**src/hw/rtl/date_validate_and_add_days_defines.svh**
```systemverilog
// Assertion helpers shared by the date block.
`ifndef DATE_VALIDATE_AND_ADD_DAYS_DEFINES_SVH
`define DATE_VALIDATE_AND_ADD_DAYS_DEFINES_SVH

// The property must hold at every clock edge outside reset.
`define DVAD_ASSERT(lbl, prop, msg) \
  lbl: assert property (@(posedge clk) disable iff (rst) prop) else $error(msg);

// The expression must never be true outside reset.
`define DVAD_NEVER(lbl, expr, msg) \
  lbl: assert property (@(posedge clk) disable iff (rst) !(expr)) else $error(msg);

`endif

```
**src/hw/rtl/dvad_pkg.sv**
```systemverilog
package dvad_pkg;

  localparam int ADD_WIDTH = 16;
  localparam int IN_ADD_W = 16;
  localparam int CNT_W = (ADD_WIDTH < IN_ADD_W) ? ADD_WIDTH : IN_ADD_W;
  localparam int CMP_W = (CNT_W > 9) ? CNT_W : 9;

  localparam logic CFG_MIN_YEAR = 1'b0;
  localparam logic CFG_MAX_YEAR = 1'b1;

  localparam logic [11:0] MIN_YEAR_RESET = 12'd1001;
  localparam logic [11:0] MAX_YEAR_RESET = 12'd2021;

  localparam logic [3:0] JAN = 4'd1;
  localparam logic [3:0] FEB = 4'd2;
  localparam logic [3:0] DEC = 4'd12;

  localparam logic [8:0] DAYS_YEAR = 9'd365;
  localparam logic [8:0] DAYS_LEAP_YEAR = 9'd366;

  // Multiplier for the divisibility-by-25 test on years below 8192.
  localparam logic [16:0] DIV25_MUL = 17'd5243;

  typedef struct packed {
    logic [4:0]  day;
    logic [3:0]  month;
    logic [11:0] year;
    logic [15:0] days_to_add;
  } dvad_in_t;

  typedef struct packed {
    logic        valid_res;
    logic [4:0]  out_day;
    logic [3:0]  out_month;
    logic [12:0] out_year;
  } dvad_out_t;

  typedef struct packed {
    logic             ok;
    logic [4:0]       day;
    logic [3:0]       month;
    logic [11:0]      year;
    logic [CNT_W-1:0] add;
  } dvad_item_t;

  typedef enum logic [1:0] {
    BK_IDLE,
    BK_WALK,
    BK_DONE
  } back_state_t;

  function automatic logic is_leap(input logic [12:0] yr);
    logic [29:0] prod;
    logic        div25;
    prod  = 30'(yr) * 30'(DIV25_MUL);
    div25 = (prod[16:0] < DIV25_MUL);
    return (yr[1:0] == 2'b00) && (!div25 || (yr[3:0] == 4'b0000));
  endfunction

  function automatic logic [4:0] month_len(input logic [3:0] mon, input logic leap);
    logic [4:0] len;
    unique case (mon) inside
      FEB: begin
        len = leap ? 5'd29 : 5'd28;
      end
      4'd4, 4'd6, 4'd9, 4'd11: begin
        len = 5'd30;
      end
      default: begin
        len = 5'd31;
      end
    endcase
    return len;
  endfunction

endpackage

```
**src/hw/rtl/dvad_front.sv**
```systemverilog
module dvad_front import dvad_pkg::*; (
  input  logic        clk,
  input  logic        rst,
  input  logic        cfg_we,
  input  logic        cfg_index,
  input  logic [11:0] cfg_data,
  input  dvad_in_t    in_data,
  output dvad_item_t  item
);

  logic [11:0] min_year;
  logic [11:0] max_year;
  logic [4:0]  len;
  logic        ok;

  always_ff @(posedge clk) begin
    if (rst) begin
      min_year <= MIN_YEAR_RESET;
      max_year <= MAX_YEAR_RESET;
    end else if (cfg_we) begin
      unique case (cfg_index)
        CFG_MIN_YEAR: min_year <= cfg_data;
        CFG_MAX_YEAR: max_year <= cfg_data;
        default: begin
        end
      endcase
    end
  end

  always_comb begin
    len = month_len(in_data.month, is_leap(13'(in_data.year)));
    ok  = (in_data.year >= min_year) && (in_data.year <= max_year) &&
          (in_data.month >= JAN) && (in_data.month <= DEC) &&
          (in_data.day != 5'd0) && (in_data.day <= len);
    item.ok    = ok;
    item.day   = in_data.day;
    item.month = in_data.month;
    item.year  = in_data.year;
    item.add   = in_data.days_to_add[CNT_W-1:0];
  end

endmodule

```
**src/hw/rtl/dvad_queue.sv**
```systemverilog
module dvad_queue import dvad_pkg::*; (
  input  logic       clk,
  input  logic       rst,
  input  logic       push_valid,
  output logic       push_ready,
  input  dvad_item_t push_item,
  output logic       pop_valid,
  input  logic       pop,
  output dvad_item_t pop_item
);

  dvad_item_t entries [2];
  logic       wr_ptr;
  logic       rd_ptr;
  logic [1:0] count;
  logic       do_push;
  logic       do_pop;

  assign push_ready = (count != 2'd2);
  assign pop_valid  = (count != 2'd0);
  assign do_push    = push_valid && push_ready;
  assign do_pop     = pop && pop_valid;
  assign pop_item   = entries[rd_ptr];

  always_ff @(posedge clk) begin
    if (do_push) begin
      entries[wr_ptr] <= push_item;
    end
  end

  always_ff @(posedge clk) begin
    if (rst) begin
      wr_ptr <= 1'b0;
      rd_ptr <= 1'b0;
      count  <= 2'd0;
    end else begin
      if (do_push) begin
        wr_ptr <= !wr_ptr;
      end
      if (do_pop) begin
        rd_ptr <= !rd_ptr;
      end
      count <= count + 2'(do_push) - 2'(do_pop);
    end
  end

endmodule

```
**src/hw/rtl/dvad_back.sv**
```systemverilog
`include "date_validate_and_add_days_defines.svh"

module dvad_back import dvad_pkg::*; (
  input  logic       clk,
  input  logic       rst,
  input  logic       q_valid,
  output logic       q_pop,
  input  dvad_item_t q_item,
  output logic       out_valid,
  input  logic       out_ready,
  output dvad_out_t  out_data
);

  back_state_t      state, state_next;
  logic             ok, ok_next;
  logic [4:0]       d, d_next;
  logic [3:0]       m, m_next;
  logic [12:0]      y, y_next;
  logic [CNT_W-1:0] add, add_next;
  logic             out_valid_next;
  dvad_out_t        out_data_next;

  logic [4:0]       cur_len;
  logic [4:0]       left;
  logic [12:0]      y_plus;
  logic             feb29;
  logic             span_leap;
  logic [8:0]       ylen;
  logic [CMP_W-1:0] add_x;
  logic [CMP_W-1:0] ylen_x;
  logic [CMP_W-1:0] left_x;

  always_ff @(posedge clk) begin
    if (rst) begin
      state     <= BK_IDLE;
      out_valid <= 1'b0;
    end else begin
      state     <= state_next;
      out_valid <= out_valid_next;
    end
  end

  always_ff @(posedge clk) begin
    ok       <= ok_next;
    d        <= d_next;
    m        <= m_next;
    y        <= y_next;
    add      <= add_next;
    out_data <= out_data_next;
  end

  always_comb begin
    cur_len   = month_len(m, is_leap(y));
    left      = cur_len - d;
    y_plus    = y + 13'd1;
    feb29     = (m == FEB) && (d == 5'd29);
    span_leap = (m <= FEB) ? is_leap(y) : is_leap(y_plus);
    ylen      = span_leap ? DAYS_LEAP_YEAR : DAYS_YEAR;
    add_x     = CMP_W'(add);
    ylen_x    = CMP_W'(ylen);
    left_x    = CMP_W'(left);

    state_next     = state;
    ok_next        = ok;
    d_next         = d;
    m_next         = m;
    y_next         = y;
    add_next       = add;
    q_pop          = 1'b0;
    out_valid_next = out_valid && !out_ready;
    out_data_next  = out_data;

    unique case (state)
      BK_IDLE: begin
        if (q_valid) begin
          q_pop      = 1'b1;
          ok_next    = q_item.ok;
          d_next     = q_item.day;
          m_next     = q_item.month;
          y_next     = 13'(q_item.year);
          add_next   = q_item.ok ? q_item.add : '0;
          state_next = BK_WALK;
        end
      end
      BK_WALK: begin
        if (add == '0) begin
          state_next = BK_DONE;
        end else if (!feb29 && (add_x >= ylen_x)) begin
          y_next   = y_plus;
          add_next = CNT_W'(add_x - ylen_x);
        end else if (add_x <= left_x) begin
          d_next   = d + add_x[4:0];
          add_next = '0;
        end else begin
          add_next = CNT_W'(add_x - (left_x + CMP_W'(1)));
          d_next   = 5'd1;
          if (m == DEC) begin
            m_next = JAN;
            y_next = y_plus;
          end else begin
            m_next = m + 4'd1;
          end
        end
      end
      BK_DONE: begin
        if (!out_valid || out_ready) begin
          out_valid_next          = 1'b1;
          out_data_next.valid_res = ok;
          out_data_next.out_day   = d;
          out_data_next.out_month = m;
          out_data_next.out_year  = y;
          state_next              = BK_IDLE;
        end
      end
      default: begin
        state_next = BK_IDLE;
      end
    endcase
  end

  `DVAD_ASSERT(a_walk_date_ok, ((state == BK_WALK) && ok) |-> ((d != 5'd0) && (d <= cur_len)), "walk left the month")
  `DVAD_ASSERT(a_walk_progress, ((state == BK_WALK) && (add != '0)) |=> (add < $past(add)), "walk made no progress")
  `DVAD_NEVER(a_done_with_days, (state == BK_DONE) && (add != '0), "result ready with days left")
  `DVAD_NEVER(a_bad_date_walked, (state == BK_WALK) && !ok && (add != '0), "invalid date carried days")

endmodule

```
**src/hw/rtl/date_validate_and_add_days.sv**
```systemverilog
// Gregorian date check and day addition.
// Input channel in_valid/in_ready carries one word: day, month, year and a
// count of days to add. Output channel out_valid/out_ready returns one word
// per input: valid_res, and the resulting date, or the input date unchanged
// with valid_res low when the date fails the check.
// The year range is set through cfg_we/cfg_index/cfg_data: index 0 is the
// smallest accepted year, index 1 the largest. Write them only while idle.
// The front stage checks a word in the cycle it is accepted and places it in
// a two-word queue. The back stage walks the date, one step per cycle: a
// whole year when the remaining count covers it, otherwise one month, then
// the final days. The single walking unit holds one word at a time: it takes
// the next word from the queue only after the last result has gone to the
// output register.
// Reset clears the queue, the walker and the output register and restores
// the year range to 1001 through 2021.
// When the receiver stalls, the finished word holds in the output register,
// the walker waits with the next result, and the queue keeps taking input
// until it is full, after which in_ready drops.
module date_validate_and_add_days import dvad_pkg::*; (
  input  logic        clk,
  input  logic        rst,
  input  logic        in_valid,
  output logic        in_ready,
  input  dvad_in_t    in_data,
  output logic        out_valid,
  input  logic        out_ready,
  output dvad_out_t   out_data,
  input  logic        cfg_we,
  input  logic        cfg_index,
  input  logic [11:0] cfg_data
);

  dvad_item_t front_item;
  dvad_item_t q_item;
  logic       q_valid;
  logic       q_pop;

  dvad_front u_front (
    .clk       (clk),
    .rst       (rst),
    .cfg_we    (cfg_we),
    .cfg_index (cfg_index),
    .cfg_data  (cfg_data),
    .in_data   (in_data),
    .item      (front_item)
  );

  dvad_queue u_queue (
    .clk        (clk),
    .rst        (rst),
    .push_valid (in_valid),
    .push_ready (in_ready),
    .push_item  (front_item),
    .pop_valid  (q_valid),
    .pop        (q_pop),
    .pop_item   (q_item)
  );

  dvad_back u_back (
    .clk       (clk),
    .rst       (rst),
    .q_valid   (q_valid),
    .q_pop     (q_pop),
    .q_item    (q_item),
    .out_valid (out_valid),
    .out_ready (out_ready),
    .out_data  (out_data)
  );

endmodule
```
**config.mk**
```make
export PLATFORM = sky130hd
export DESIGN_NAME = date_validate_and_add_days
export DESIGN_NICKNAME = d
export VERILOG_FILES = /design/src/hw/rtl/dvad_pkg.sv /design/src/hw/rtl/dvad_front.sv /design/src/hw/rtl/dvad_queue.sv /design/src/hw/rtl/dvad_back.sv /design/src/hw/rtl/date_validate_and_add_days.sv
export VERILOG_INCLUDE_DIRS = /design/src /design/src/hw/rtl
export SDC_FILE = /design/constraint.sdc
export NUM_CORES = 1
export LEC_CHECK = 0
export ABC_AREA = 1
export BUFFER_PORTS_ARGS = -buffer_cell sky130_fd_sc_hd__buf_2
export CAP_MARGIN = 10
export CORE_MARGIN = 1.5
export CORE_UTILIZATION = 50
export DETAILED_ROUTE_END_ITERATION = 7
export GPL_TIMING_DRIVEN = 0
export PLACE_DENSITY = 0.75
export RECOVER_POWER = 100
export SLEW_MARGIN = 5
export SYNTH_ARGS = -nofsm -noshare
export SYNTH_HDL_FRONTEND = slang
export SYNTH_HIERARCHICAL = 1
export SYNTH_SLANG_ARGS = --single-unit
```
**constraint.sdc**
```tcl
create_clock -name clk -period 8.6 [get_ports clk]
set_input_delay 0.43 -clock clk [delete_from_list [all_inputs] [get_ports clk]]
set_output_delay 0.43 -clock clk [all_outputs]
set_load 0.02 [all_outputs]
```
==> After elaboration in Yosys (flattened, before gate mapping) <==
Memory sizes are Yosys's and may differ from the RTL's. A register that Yosys moved wholly into a read port is not among the register bits.
Index checks and enable logic that the tools add are counted.
{ "word_totals": {"output_inout_bits": 25, "wordCells": 152, "register_bits": 93, "romBits": 0, "input_bits": 55, "latchBits": 0, "ram_bits": 76, "mem_count": 1} }
{ "mem_list": {"columns": ["name", "words", "width", "rd", "rd_ports_with_merged_regs", "write_ports", "line", "text"], "rows": [
  ["u_queue.entries", 2, 38, 1, 1, 1, "dvad_queue.sv:12", "dvad_item_t entries [2];"]
]} }
{ "classes": {"n_mul": 3, "muxes": 41, "n_bitwise": 1, "eq_ne": 23, "reduce_logical": 47, "shifts": 0, "add_sub_neg": 9, "magnitude_cmp": 11, "div_mod_pow": 0} }
{ "op_table": {"columns": ["op", "n"], "rows": [
  ["2-to-1 mux 16 bit", 5],
  ["2-to-1 mux 13 bit", 5],
  ["< comparator 17 x 13 -> 1 bit (second input constant)", 3],
  ["multiplier 13 x 13 -> 17 bit (second input constant)", 2],
  ["one-hot mux 16 bit (2 select lines)", 1],
  ["one-hot mux 5 bit (2 select lines)", 3],
  ["one-hot mux 13 bit (2 select lines)", 1],
  ["equality test 4 bit (second input constant)", 5],
  ["2-to-1 mux 4 bit", 5],
  ["2-to-1 mux 5 bit", 4],
  ["multiplier 12 x 13 -> 17 bit (second input constant)", 1],
  ["equality test 4 x 3 -> 1 bit (second input constant)", 4],
  ["greater-or-equal comparator 16 x 9 -> 1 bit", 1],
  ["less-or-equal comparator 16 x 5 -> 1 bit", 1],
  ["zero test 16 bit", 1],
  ["subtractor 16 bit", 1],
  ["subtractor 16 x 9 -> 16 bit", 1],
  ["adder 13 x 1 -> 13 bit (second input constant)", 1],
  ["logical AND 1 bit", 13],
  ["greater-or-equal comparator 12 bit", 1],
  ["less-or-equal comparator 12 bit", 1],
  ["zero test 4 bit", 3],
  ["2-to-1 mux 1 bit", 11],
  ["!= test 2 bit (second input constant)", 5],
  ["31 further kinds", 56]
]} }

==> Depth between registers and ports, before layout <==
Gate-level depths: netlist (run 1).
{ "depth": {"word_depth": 14, "depth_mapped": 45, "depth_no_buf": 45} }

==> By module <==
The synthesis (run 1) kept the hierarchy.
{ "by_module_without_submodules": {"columns": ["module", "seq_area_each_um2", "instances", "area_each_um2", "cells_per_inst"], "rows": [
  ["dvad_back", 1921.8, 1, 9811.9, 1220],
  ["dvad_front", 480.5, 1, 4374.2, 580],
  ["dvad_queue", 2382.3, 1, 3067.9, 155]
]} }

==> Least setup slack after synthesis (run 1) <==
Ideal clock, no wire load.
{ "synth_timing": {"path_kind": "register to register", "startpoint": "register u_back.y[1]", "endpoint": "register u_back.m[0] (enable)", "required_ns": 8.261, "t_arrival_ns": 7.141, "path_slack_ns": 1.120, "path_stages_with_launch": 41, "setup_time_ns": 0.339, "cell_sequence": "edfxtp_1 ha_1 nand2_1 nor2_1 nand2_1 xor2_1 inv_1 ha_1 inv_1 fa_1 inv_1 fa_1 inv_1 fa_1 fa_1 inv_1 ha_1 inv_1 [5 not listed] nor2_1 a21oi_1 nand3_1 a21oi_1 ha_1 inv_1 fa_1 nand3_2 a21oi_2 nand2_1 nand2_1 nand2_2 nand4_2 nand2_4 nor2_1 inv_2 nand2_1 a21oi_1"} }
{ "synth_via": {"elab_chain_len": 12} }
{ "synth_lines": {"columns": ["element", "line", "text"], "rows": [
  ["start: declaration", "dvad_back.sv:18", "logic [12:0] y, y_next;"],
  ["start signal: assignment", "dvad_back.sv:47", "y <= y_next;"],
  ["adder 13 x 1 -> 13 bit", "dvad_back.sv:55", "y_plus = y + 13'd1;"],
  ["multiplier 13 x 13 -> 17 bit", "dvad_pkg.sv:55", "prod = 30'(yr) * 30'(DIV25_MUL);"],
  ["< comparator 17 x 13 -> 1 bit", "dvad_pkg.sv:56", "div25 = (prod[16:0] < DIV25_MUL);"],
  ["zero test 1 bit", "dvad_pkg.sv:57", "return (yr[1:0] == 2'b00) && (!div25 || (yr[3:0] == 4'b0000));"],
  ["logical OR 1 bit", "dvad_pkg.sv:57", null],
  ["logical AND 1 bit", "dvad_pkg.sv:57", null],
  ["2-to-1 mux 1 bit", "dvad_back.sv:57", "span_leap = (m <= FEB) ? is_leap(y) : is_leap(y_plus);"],
  ["2-to-1 mux 2 bit", "dvad_back.sv:58", "ylen = span_leap ? DAYS_LEAP_YEAR : DAYS_YEAR;"],
  ["greater-or-equal comparator 16 x 9 -> 1 bit", "dvad_back.sv:88", "end else if (!feb29 && (add_x >= ylen_x)) begin"],
  ["logical AND 1 bit", "dvad_back.sv:88", null],
  ["!= test 2 bit (no source line)", null, null],
  ["AND reduction 5 bit (no source line) *", null, null],
  ["end signal: assignment", "dvad_back.sv:46", "m <= m_next;"],
  ["end: declaration", "dvad_back.sv:17", "logic [3:0] m, m_next;"]
]} }
Mark *: on every way between the ends. The rest lies on a longest branch, timed or not.
A chain may end at the register's enable or synchronous reset.

==> Worst setup path in the final report (run 1) <==
Ends and elaborated chain as after synthesis.

==> metrics.txt, run 1 <==
# TYPE chip_impl_metric gauge
chip_impl_info{name="outcome",value="finished, final reports clean"} 1
chip_impl_info{name="dominantRegCellSynth",value="sky130_fd_sc_hd__edfxtp_1"} 1
chip_impl_metric{name="start_util",unit="%"} 51.1
chip_impl_metric{name="final_min_period_over_clock_period",unit="%"} 95.3
chip_impl_metric{name="drt-total-wl",unit="mm"} 38.4
chip_impl_metric{name="dp_worst_setup_slack",unit="ns"} -0.416
chip_impl_metric{name="grt_overflow_total",unit=""} 0
chip_impl_info{name="path_delay_family",value="adder cells"} 1
chip_impl_metric{name="globalplace.congestion",unit=""} 0.920
chip_impl_info{name="critical_path_start_type",value="flop"} 1
chip_impl_metric{name="flip_flop_and_latch_count_after_synthesis",unit=""} 170
chip_impl_metric{name="floorplan.die.height",unit="um"} 189
chip_impl_metric{name="globalRouteTotalUtil",unit="%"} 21.8
chip_impl_metric{name="worstSkewPairLatency",unit="ns"} 0.45
chip_impl_metric{name="drive_gt1_share",unit="%"} 12.1
chip_impl_metric{name="worst_pin_slew",unit="ns"} 0.828
chip_impl_info{name="worst_min_delay_path_class",value="primary input to flop"} 1
chip_impl_metric{name="area_delta_synth_final",unit="%"} 11.1
chip_impl_metric{name="rr_worst_depth",unit=""} 41
chip_impl_metric{name="synth-edff-count",unit=""} 138
chip_impl_info{name="crit_path_frequent_cell",value="sky130_fd_sc_hd__nand2_1"} 1
chip_impl_metric{name="pin_count_of_the_biggest_net_entering_global_routing",unit=""} 39
chip_impl_metric{name="drt.antenna.violating_nets",unit=""} 0
chip_impl_metric{name="rows",unit=""} 67
chip_impl_metric{name="per_instance_average_area_after_synthesis",unit="um2"} 8.83
chip_impl_metric{name="hpwl",unit="mm"} 30.3
chip_impl_metric{name="slew_violations",unit=""} 0
chip_impl_metric{name="layoutNonFillerInstCount",unit=""} 2538
chip_impl_metric{name="route.detailed.vias_per_inst",unit=""} 5.19
chip_impl_metric{name="finalClockSkew",unit="ns"} 0.0143
chip_impl_metric{name="max-clock-path-buffers",unit=""} 2
chip_impl_metric{name="post_synth_instance_area",unit="um2"} 17300
chip_impl_metric{name="finish.net_count",unit=""} 2498
chip_impl_metric{name="drt_iter0_markers",unit=""} 845
chip_impl_metric{name="boundaryPins",unit=""} 80
chip_impl_metric{name="worst_ep_required_time",unit="ns"} 8.74
chip_impl_metric{name="placed_instance_count",unit=""} 2469
chip_impl_metric{name="clock_tree.htree_level_count",unit=""} 4
chip_impl_metric{name="hold_violations",unit=""} 0
chip_impl_metric{name="timing.critical_path.fanout_max",unit=""} 10
chip_impl_metric{name="layout.cell_area.non_filler",unit="um2"} 19200
chip_impl_metric{name="grt_pass1_vias",unit=""} 13000
chip_impl_metric{name="num_vias",unit=""} 13200
chip_impl_info{name="reg2reg_from",value="u_back/y[1]$_DFFE_PP_"} 1
chip_impl_metric{name="grt_antenna_before_repair",unit=""} 0
chip_impl_metric{name="mappedNetlistNets",unit=""} 2376
chip_impl_metric{name="core_region",unit="um2"} 33800
chip_impl_info{name="timing.critical_path.to",value="u_back/m[0]$_DFFE_PP_"} 1
chip_impl_metric{name="post_synth_num_cell_types",unit=""} 54
chip_impl_metric{name="design.die.area",unit="um2"} 35600
chip_impl_metric{name="fmax",unit="GHz"} 0.122
chip_impl_metric{name="clk_pin_slew",unit="ns"} 0.08
chip_impl_metric{name="timing.critical_path.depth",unit=""} 41
chip_impl_metric{name="period_minus_slack",unit="ns"} 8.20
chip_impl_metric{name="wire_length_of_the_first_global_routing_pass",unit="mm"} 62.1
chip_impl_metric{name="drc_errors",unit=""} 0
chip_impl_metric{name="chipWidth",unit="um"} 189
chip_impl_metric{name="io_buffer_count",unit=""} 63
chip_impl_metric{name="synthArstFlopShare",unit="%"} 0
chip_impl_metric{name="timing.max_cap.violations",unit=""} 0
chip_impl_metric{name="antennaDiodeCount",unit=""} 0
chip_impl_metric{name="cts_made_buffers",unit=""} 17
chip_impl_metric{name="setup_tns",unit="ns"} 0
chip_impl_metric{name="yosysSeqAreaShare",unit="%"} 27.7
chip_impl_metric{name="route.detailed.wl_per_inst",unit="um"} 15.1
chip_impl_info{name="crit_path_end_kind",value="flop"} 1
chip_impl_metric{name="fillers",unit=""} 2896
chip_impl_metric{name="worstPathArrival",unit="ns"} 8.33
chip_impl_info{name="path_class",value="flop to flop"} 1
chip_impl_metric{name="detailedRoute.firstPassIterationCount",unit=""} 7
chip_impl_info{name="timing.critical_path.slowest_stage_cell",value="sky130_fd_sc_hd__fa_1"} 1
chip_impl_metric{name="critical-path-max-stage-delay",unit="ns"} 0.53
chip_impl_info{name="tritoncts",value="done"} 1
chip_impl_metric{name="setup_viol",unit=""} 0
chip_impl_metric{name="yosys_warnings",unit=""} 6
chip_impl_info{name="timing.rr.end",value="u_back/m[0]$_DFFE_PP_"} 1
chip_impl_info{name="critical_path.startpoint",value="u_back/y[1]$_DFFE_PP_"} 1
chip_impl_info{name="clock-root-buffer",value="sky130_fd_sc_hd__clkbuf_16"} 1
chip_impl_metric{name="tritoncts_num_sinks",unit=""} 170
chip_impl_metric{name="relSlewSlack",unit="%"} 44.4
chip_impl_metric{name="final_worst_path_setup_slack",unit="ns"} 0.403
chip_impl_metric{name="placement.cell_area",unit="um2"} 18200
chip_impl_metric{name="synth_cells",unit=""} 1955
chip_impl_metric{name="reg2reg_slack",unit="ns"} 0.40
chip_impl_metric{name="worst-path-buf-inv",unit=""} 8
routing by layer:
layer  part of all wire, %  routed length, um  track usage, %  up-vias
li1                      -                  -               -     6404
met1                    43              16700            28.9     6352
met2                    48              18600            36.8      372
met3                   6.5               2480            3.56       47
met4                   1.8                675            5.95        0
met5                     0                  0               0        -
cell families (layout without fill, tap and decap cells):
kind of cell	Yosys count	after routing	share of synthesized area, %
flip-flops	170	170	27.7
AO/OA/AOI/OAI	163	163	5.59
adder cells (fa/ha/maj)	367	367	32.2
AND/OR/NAND/NOR	623	623	15.6
multiplexers	38	38	2.92
buffers and inverters	524	659	12.4
XOR/XNOR	70	70	3.55
cell type report:
| cell class | count | area [um2] | area share [%] |
|---|---|---|---|
| clock buffer | 17 | 425 | 2.22 |
| tap | 448 | 561 | 2.92 |
| inverter | 469 | 1770 | 9.22 |
| clock inverter | 15 | 209 | 1.09 |
| sequential | 170 | 4780 | 25.0 |
| multi-input combinational | 1261 | 10500 | 54.6 |
| buffer | 55 | 353 | 1.84 |
| timing repair buffer | 103 | 613 | 3.20 |
state kept, by name, indices dropped and copies added (netlist names), named ones only:
name,flops
u_back/add,16
u_back/d,5
u_back/m,4
u_back/ok,1
u_back/out_data,23
u_back/out_valid,1
u_back/state,2
u_back/y,13
u_front/max_year,12
u_front/min_year,12
u_queue/count,2
u_queue/entries,76
u_queue/rd_ptr,1
u_queue/wr_ptr,1
layout by cell type, fill, tap and decap left out, types with 27 or more instances in the layout:
master / n
sky130_fd_sc_hd__a21oi_1: 57
sky130_fd_sc_hd__buf_2: 45
sky130_fd_sc_hd__buf_4: 37
sky130_fd_sc_hd__clkbuf_1: 40
sky130_fd_sc_hd__clkbuf_4: 30
sky130_fd_sc_hd__dfxtp_1: 32
sky130_fd_sc_hd__edfxtp_1: 138
sky130_fd_sc_hd__fa_1: 128
sky130_fd_sc_hd__ha_1: 236
sky130_fd_sc_hd__inv_1: 452
sky130_fd_sc_hd__nand2_1: 340
sky130_fd_sc_hd__nand3_1: 105
sky130_fd_sc_hd__nor2_1: 107
sky130_fd_sc_hd__o21ai_0: 43
sky130_fd_sc_hd__xnor2_1: 27
sky130_fd_sc_hd__xor2_1: 38
timing repair:
| action | in CTS | in global routing |
|---|---|---|
| endpoints found under the setup margin | 34 | 38 |
| buffers inserted | 0 | 37 |
| pin swaps | 0 | 5 |
| resized for setup | 7 | 15 |
| hold buffers | 0 | 0 |
worst min-delay path by stage:
stage | start | to | depth (start not counted)
final | in_data[1] | u_queue/entries[1][1]$_DFFE_PP_ | 1
after global routing | in_data[1] | u_queue/entries[0][1]$_DFFE_PP_ | 1
after CTS | in_data[1] | u_queue/entries[0][1]$_DFFE_PP_ | 1
after detailed placement | u_back/ok$_DFFE_PP_ | u_back/out_data[22]$_DFFE_PP_ | 0
after global placement | u_back/ok$_DFFE_PP_ | u_back/out_data[22]$_DFFE_PP_ | 0
after floorplan | u_back/ok$_DFFE_PP_ | u_back/out_data[22]$_DFFE_PP_ | 0
cell usage after synthesis, types with 4 or more instances:
master / instances / area (um2)
sky130_fd_sc_hd__xnor2_1: 27 / 236
sky130_fd_sc_hd__nor2_1: 110 / 413
sky130_fd_sc_hd__nand3b_1: 7 / 52.6
sky130_fd_sc_hd__dfxtp_1: 32 / 641
sky130_fd_sc_hd__ha_1: 238 / 2980
sky130_fd_sc_hd__nand4_1: 17 / 106
sky130_fd_sc_hd__nor2_2: 4 / 25.0
sky130_fd_sc_hd__a21o_1: 5 / 37.5
sky130_fd_sc_hd__inv_2: 11 / 41.3
sky130_fd_sc_hd__a31oi_1: 4 / 25.0
sky130_fd_sc_hd__o22ai_1: 4 / 25.0
sky130_fd_sc_hd__clkbuf_1: 10 / 37.5
sky130_fd_sc_hd__a21oi_1: 59 / 295
sky130_fd_sc_hd__or2_2: 5 / 31.3
sky130_fd_sc_hd__o211ai_1: 18 / 135
sky130_fd_sc_hd__o21bai_1: 8 / 60.1
sky130_fd_sc_hd__xor2_1: 43 / 377
sky130_fd_sc_hd__o21ai_0: 43 / 215
sky130_fd_sc_hd__inv_1: 456 / 1710
sky130_fd_sc_hd__nand2_1: 341 / 1280
sky130_fd_sc_hd__o21ai_1: 4 / 20.0
sky130_fd_sc_hd__mux2_4: 20 / 300
sky130_fd_sc_hd__mux2_2: 18 / 203
sky130_fd_sc_hd__edfxtp_1: 138 / 4140
sky130_fd_sc_hd__buf_4: 39 / 293
sky130_fd_sc_hd__nand2_2: 7 / 43.8
sky130_fd_sc_hd__nand3_1: 107 / 536
sky130_fd_sc_hd__fa_1: 128 / 2560
sky130_fd_sc_hd__nor3_1: 10 / 50.1
per-stage QoR:
| stage | utilization, % | hold WS, ns |
|---|---|---|
| finish | 56.8 | 0.184 |
| global route | 56.8 | 0.168 |
| CTS | 55.9 | 0.148 |
| detailed placement | 53.9 | 0.449 |
| global placement | 53.7 | 0.404 |
| floorplan | - | 0.400 |
Power of run 1 is not shown: default switching activity piles up to over one toggle a cycle in this logic, so the estimate is an artifact.
==> run 2, diff against run 1 <==
CORE_MARGIN = 5   (was 1.5)
==> run 2 against run 1 <==
Net effect:
- wire length grew 1.2%
- die area rose by 7.6%
- non-clock buffer count shrank 5
- worst hold slack improved by 0.0083 ns
- register-to-register slack worse by 0.13 ns
- fmax down 1.6%
- clock-buffer cell count unchanged
- final cell count hardly changed
- global-route usage shrank 1.9 points
- first-iteration DRC count up 4.7%
- setup slack got worse by 0.13 ns
- highest routed layer unchanged
==> metrics.txt, run 2 (synthesized netlist as in run 1, its figures left out) <==
# TYPE chip_impl_metric gauge
chip_impl_metric{name="worst_ep_required_time",unit="ns"} 8.74
chip_impl_metric{name="num_vias",unit=""} 13200
chip_impl_metric{name="tritoncts_num_sinks",unit=""} 170
chip_impl_metric{name="drc_errors",unit=""} 0
chip_impl_metric{name="period_minus_slack",unit="ns"} 8.33
chip_impl_metric{name="relSlewSlack",unit="%"} 44.6
chip_impl_metric{name="worst-path-buf-inv",unit=""} 7
chip_impl_metric{name="core_region",unit="um2"} 34300
chip_impl_metric{name="antennaDiodeCount",unit=""} 0
chip_impl_info{name="path_delay_family",value="adder cells"} 1
chip_impl_metric{name="drt.antenna.violating_nets",unit=""} 0
chip_impl_metric{name="setup_viol",unit=""} 0
chip_impl_metric{name="boundaryPins",unit=""} 80
chip_impl_metric{name="wire_length_of_the_first_global_routing_pass",unit="mm"} 62.7
chip_impl_metric{name="slew_violations",unit=""} 0
chip_impl_metric{name="floorplan.die.height",unit="um"} 196
chip_impl_metric{name="worstPathArrival",unit="ns"} 8.47
chip_impl_info{name="clock-root-buffer",value="sky130_fd_sc_hd__clkbuf_16"} 1
chip_impl_info{name="timing.hold.worst.start",value="in_data[10]"} 1
chip_impl_metric{name="critical-path-max-stage-delay",unit="ns"} 0.55
chip_impl_metric{name="finish.net_count",unit=""} 2493
chip_impl_metric{name="start_util",unit="%"} 50.3
chip_impl_metric{name="worst_pin_slew",unit="ns"} 0.829
chip_impl_metric{name="worstSkewPairLatency",unit="ns"} 0.44
chip_impl_metric{name="hold_violations",unit=""} 0
chip_impl_metric{name="timing.max_cap.violations",unit=""} 0
chip_impl_info{name="crit_path_end_kind",value="flop"} 1
chip_impl_metric{name="globalplace.congestion",unit=""} 0.951
chip_impl_metric{name="rows",unit=""} 68
chip_impl_metric{name="area_delta_synth_final",unit="%"} 10.8
chip_impl_info{name="path_class",value="flop to flop"} 1
chip_impl_info{name="timing.critical_path.slowest_stage_cell",value="sky130_fd_sc_hd__fa_1"} 1
chip_impl_metric{name="finalClockSkew",unit="ns"} 0.0143
chip_impl_info{name="reg2reg_from",value="u_back/y[0]$_DFFE_PP_"} 1
chip_impl_metric{name="timing.critical_path.fanout_max",unit=""} 10
chip_impl_info{name="worst_min_delay_path_class",value="primary input to flop"} 1
chip_impl_metric{name="route.detailed.vias_per_inst",unit=""} 5.18
chip_impl_metric{name="cts_made_buffers",unit=""} 17
chip_impl_info{name="critical_path_start_type",value="flop"} 1
chip_impl_metric{name="max-clock-path-buffers",unit=""} 2
chip_impl_info{name="critical_path.startpoint",value="u_back/y[0]$_DFFE_PP_"} 1
chip_impl_metric{name="fmax",unit="GHz"} 0.120
chip_impl_info{name="commonest_cells_after_routing_fill_and_taps_aside",value="452 x sky130_fd_sc_hd__inv_1, 341 x sky130_fd_sc_hd__nand2_1, 236 x sky130_fd_sc_hd__ha_1"} 1
chip_impl_metric{name="pin_count_of_the_biggest_net_entering_global_routing",unit=""} 39
chip_impl_metric{name="chipWidth",unit="um"} 196
chip_impl_metric{name="grt_overflow_total",unit=""} 0
chip_impl_metric{name="final_min_period_over_clock_period",unit="%"} 96.8
chip_impl_metric{name="hpwl",unit="mm"} 30.7
chip_impl_metric{name="clock_tree.htree_level_count",unit=""} 4
chip_impl_metric{name="route.detailed.wl_per_inst",unit="um"} 15.3
chip_impl_metric{name="largest_register_ffs",unit=""} 76
chip_impl_metric{name="setup_tns",unit="ns"} 0
chip_impl_info{name="reg.largest.list",value="u_queue/entries: 76 flops, u_back/out_data: 23 flops, u_back/add: 16 flops"} 1
chip_impl_metric{name="io_buffer_count",unit=""} 63
chip_impl_metric{name="drive_gt1_share",unit="%"} 11.9
chip_impl_metric{name="clk_pin_slew",unit="ns"} 0.08
chip_impl_info{name="regMostFlops",value="u_queue/entries"} 1
chip_impl_info{name="mostFrequentLayoutCell",value="sky130_fd_sc_hd__inv_1"} 1
chip_impl_info{name="outcome",value="finished, final reports clean"} 1
chip_impl_metric{name="grt_antenna_before_repair",unit=""} 0
chip_impl_metric{name="detailedRoute.firstPassIterationCount",unit=""} 5
chip_impl_info{name="crit_path_frequent_cell",value="sky130_fd_sc_hd__nand2_1"} 1
chip_impl_metric{name="drt-total-wl",unit="mm"} 38.9
chip_impl_metric{name="design.die.area",unit="um2"} 38300
chip_impl_info{name="tritoncts",value="done"} 1
chip_impl_metric{name="grt_pass1_vias",unit=""} 13000
chip_impl_metric{name="drt_iter0_markers",unit=""} 885
chip_impl_metric{name="globalRouteTotalUtil",unit="%"} 19.9
## run 2: final timing paths
kind	slack, ns	cells past startpoint	endpoint
hold reg to reg	0.43	0	u_back/out_data[22]$_DFFE_PP_
setup / recovery	0.27	40	u_back/m[1]$_DFFE_PP_
setup reg to reg	0.27	40	u_back/m[1]$_DFFE_PP_
hold / removal	0.19	1	u_queue/entries[0][10]$_DFFE_PP_
## run 2: stage by stage
step / setup WS (ns) / std cells / util [%] / instance area, um2 / hold WS (ns)
after global placement: -0.385 / 2473 / 52.9 / 18100 / 0.403
after detailed placement: -0.420 / 2476 / 53.1 / 18200 / 0.411
after floorplan: 1.12 / 1955 / - / 17300 / 0.400
after global routing: -0.0902 / 2540 / 55.8 / 19100 / 0.170
after CTS: 0.0907 / 2508 / 55.1 / 18900 / 0.151
final: 0.273 / 2540 / 55.8 / 19100 / 0.193
## run 2: routing by layer
| layer | up-vias | GRT usage [%] | routed length [um] |
|---|---|---|---|
| met5 | - | 0 | 0 |
| met4 | 0 | 4.71 | 701 |
| met3 | 63 | 3.50 | 2560 |
| met2 | 436 | 32.5 | 18600 |
| met1 | 6262 | 27.9 | 17000 |
| li1 | 6403 | - | - |
## run 2: cell type report
cell class | count | area [um2]
multi-input cells | 1261 | 10500
clock inverters | 15 | 191
well taps | 455 | 569
inverters | 469 | 1770
flip-flops and latches | 170 | 4780
fillers | 2938 | 15200
clock buffers | 17 | 425
plain buffers | 55 | 353
repair buffers | 98 | 582
## run 2: worst register-to-register path: cells and delay by family, from the launching register on
family | cells | cell delay (ns)
adders and majority gates | 9 | 3.46
and+or+nand+nor | 18 | 2.39
AOI/OAI and AO/OA | 5 | 0.84
DFF | 1 | 0.53
buffers and inverters | 7 | 0.50
xor gates and xnor gates | 1 | 0.31
## run 2: what timing repair did
action | in CTS | in global routing
setup endpoints to repair | 37 | 38
hold buffers | 0 | 0
buffers inserted | 0 | 32
gates resized for setup | 8 | 14
pin swaps | 0 | 5
Power of run 2 is left out for the same reason.
==> run 3, diff against run 2 <==
CELL_PAD_IN_SITES_DETAIL_PLACEMENT = 1   (was not set)
CELL_PAD_IN_SITES_GLOBAL_PLACEMENT = 2   (was not set)
CORE_MARGIN = 4   (was 5)
CORE_UTILIZATION = 40   (was 50)
PLACE_DENSITY = 0.9   (was 0.75)
==> run 3 against run 2 <==
Net effect:
- the run now ends with max-capacitance violations, max-slew violations left
- critical endpoint is now u_back/d[4]$_DFFE_PP_
- fmax rose by 2.0%
- clock-buffer cell count rose by 1
- clock skew rose by 0.00080 ns
- worst hold slack got worse by 0.0048 ns
- sequential share of layout area fell by 0.072 points
==> metrics.txt, run 3 (synthesized netlist as in run 1, its figures left out) <==
# TYPE chip_impl_metric gauge
chip_impl_info{name="outcome",value="finished, violations left"} 1
chip_impl_info{name="failed_checks",value="max-capacitance violations, max-slew violations"} 1
chip_impl_metric{name="worst_hold_check_slack",unit="ns"} 0.188
chip_impl_metric{name="clk_pin_slew",unit="ns"} 0.08
chip_impl_metric{name="finish.net_count",unit=""} 2495
chip_impl_metric{name="worstSkewPairLatency",unit="ns"} 0.45
chip_impl_info{name="path_class",value="flop to flop"} 1
chip_impl_metric{name="setup_viol",unit=""} 0
chip_impl_metric{name="clock_tree.htree_level_count",unit=""} 4
chip_impl_metric{name="grt_overflow_total",unit=""} 0
chip_impl_metric{name="core_region",unit="um2"} 42300
chip_impl_metric{name="cts_made_buffers",unit=""} 17
chip_impl_info{name="timing.critical_path.to",value="u_back/d[4]$_DFFE_PP_"} 1
chip_impl_metric{name="boundaryPins",unit=""} 80
chip_impl_metric{name="pin_count_of_the_biggest_net_entering_global_routing",unit=""} 39
chip_impl_metric{name="route.detailed.vias_per_inst",unit=""} 4.89
chip_impl_info{name="critical_path_start_type",value="flop"} 1
chip_impl_metric{name="grt_antenna_before_repair",unit=""} 0
chip_impl_metric{name="hpwl",unit="mm"} 36.3
chip_impl_metric{name="floorplan.die.height",unit="um"} 216
chip_impl_metric{name="grt_pass1_vias",unit=""} 14000
chip_impl_metric{name="drive_gt1_share",unit="%"} 10.1
chip_impl_info{name="crit_path_frequent_cell",value="sky130_fd_sc_hd__inv_1"} 1
chip_impl_metric{name="timing.critical_path.fanout_max",unit=""} 10
chip_impl_info{name="timing.critical_path.slowest_stage_cell",value="sky130_fd_sc_hd__fa_1"} 1
chip_impl_metric{name="design.die.area",unit="um2"} 46500
chip_impl_metric{name="chipWidth",unit="um"} 216
chip_impl_metric{name="globalplace.congestion",unit=""} 0.873
chip_impl_info{name="regMostFlops",value="u_queue/entries"} 1
chip_impl_metric{name="final_min_period_over_clock_period",unit="%"} 94.9
chip_impl_metric{name="fmax",unit="GHz"} 0.123
chip_impl_metric{name="drt_iter0_markers",unit=""} 590
chip_impl_metric{name="slew_violations",unit=""} 63
chip_impl_metric{name="final_worst_path_setup_slack",unit="ns"} 0.439
chip_impl_info{name="reg2reg_from",value="u_back/y[3]$_DFFE_PP_"} 1
chip_impl_metric{name="tritoncts_num_sinks",unit=""} 170
chip_impl_metric{name="globalRouteTotalUtil",unit="%"} 19.1
chip_impl_info{name="critical_path.startpoint",value="u_back/y[3]$_DFFE_PP_"} 1
chip_impl_metric{name="detailedRoute.firstPassIterationCount",unit=""} 5
chip_impl_metric{name="rows",unit=""} 75
chip_impl_metric{name="relSlewSlack",unit="%"} -76.0
chip_impl_metric{name="antennaDiodeCount",unit=""} 0
chip_impl_info{name="clock-root-buffer",value="sky130_fd_sc_hd__clkbuf_16"} 1
chip_impl_metric{name="dp_worst_setup_slack",unit="ns"} -0.849
chip_impl_metric{name="worst_ep_required_time",unit="ns"} 8.73
chip_impl_metric{name="wire_length_of_the_first_global_routing_pass",unit="mm"} 71.7
chip_impl_metric{name="reg2reg_slack",unit="ns"} 0.44
chip_impl_metric{name="largest_register_ffs",unit=""} 76
chip_impl_metric{name="rr_worst_depth",unit=""} 40
chip_impl_info{name="tritoncts",value="done"} 1
chip_impl_metric{name="hold_violations",unit=""} 0
chip_impl_metric{name="period_minus_slack",unit="ns"} 8.16
chip_impl_metric{name="drt.antenna.violating_nets",unit=""} 0
chip_impl_metric{name="worstPathArrival",unit="ns"} 8.29
chip_impl_info{name="commonest_cells_after_routing_fill_and_taps_aside",value="455 x sky130_fd_sc_hd__inv_1, 341 x sky130_fd_sc_hd__nand2_1, 236 x sky130_fd_sc_hd__ha_1"} 1
chip_impl_metric{name="io_buffer_count",unit=""} 63
chip_impl_info{name="timing.rr.end",value="u_back/d[4]$_DFFE_PP_"} 1
chip_impl_metric{name="num_vias",unit=""} 13000
chip_impl_metric{name="drt-total-wl",unit="mm"} 44.3
chip_impl_info{name="worst_min_delay_path_class",value="primary input to flop"} 1
chip_impl_metric{name="finalClockSkew",unit="ns"} 0.0151
chip_impl_info{name="crit_path_end_kind",value="flop"} 1
chip_impl_metric{name="timing.max_cap.violations",unit=""} 2
chip_impl_metric{name="worst_pin_slew",unit="ns"} 2.63
chip_impl_info{name="mostFrequentLayoutCell",value="sky130_fd_sc_hd__inv_1"} 1
chip_impl_metric{name="area_delta_synth_final",unit="%"} 11.2
chip_impl_metric{name="critical-path-max-stage-delay",unit="ns"} 0.55
chip_impl_metric{name="max-clock-path-buffers",unit=""} 2
chip_impl_metric{name="route.detailed.wl_per_inst",unit="um"} 16.6
chip_impl_metric{name="start_util",unit="%"} 40.8
chip_impl_metric{name="drc_errors",unit=""} 0
chip_impl_info{name="reg.largest.list",value="u_queue/entries: 76 flops, u_back/out_data: 23 flops, u_back/add: 16 flops"} 1
## run 3: critical path: cells and delay by family, from the launching register on
kind / cells / cell delay [ns]
xor gates and xnor gates: 2 / 0.49
and+or+nand+nor: 14 / 1.82
adders and majority gates: 9 / 3.22
DFF: 1 / 0.38
buffers and inverters: 10 / 1.04
AOI/OAI and AO/OA: 5 / 0.87
## run 3: worst min path at each step
stage                                   start                               end  slack [ns]  cells after the start
after global placement    u_back/ok$_DFFE_PP_     u_back/out_data[22]$_DFFE_PP_        0.43                      0
after global routing               in_data[3]   u_queue/entries[1][3]$_DFFE_PP_        0.16                      1
after floorplan           u_back/ok$_DFFE_PP_     u_back/out_data[22]$_DFFE_PP_        0.40                      0
final                             in_data[10]  u_queue/entries[0][10]$_DFFE_PP_        0.19                      1
after detailed placement  u_back/ok$_DFFE_PP_     u_back/out_data[22]$_DFFE_PP_        0.43                      0
after CTS                          in_data[3]   u_queue/entries[0][3]$_DFFE_PP_        0.13                      1
## run 3: metal layers
metal,GRT usage (%),vias up,wire [um]
li1,-,6396,-
met1,25.2,6439,20200
met2,33.7,158,22300
met3,2.33,23,1190
met4,4.27,0,523
met5,0,-,0
## run 3: stage by stage
stage	std cells	cell area, um2	util, %	TNS (ns)
global placement	2595	18300	43.2	-16.38
global route	2664	19200	45.3	-0.438
CTS	2633	19000	45.0	0
finish	2664	19200	45.3	0
floorplan	1955	17300	-	0
detailed placement	2597	18400	43.4	-23.74
## run 3: layout make-up
type / instances / area (um2)
fill: 5029 / 23100
multi-input combinational: 1261 / 10500
sequential: 170 / 4780
inverter: 469 / 1770
tap: 577 / 722
timing repair buffer: 100 / 517
clock buffer: 18 / 429
buffer: 55 / 330
clock inverter: 14 / 180
## run 3: repair_timing
| item | 4_1_cts | 5_1_grt |
|---|---|---|
| buffers inserted | 4 | 31 |
| endpoints found under the setup margin | 38 | 38 |
| gates resized for setup | 8 | 15 |
| pin swaps | 0 | 3 |
| hold buffers | 0 | 0 |
Power of run 3 is left out for the same reason.
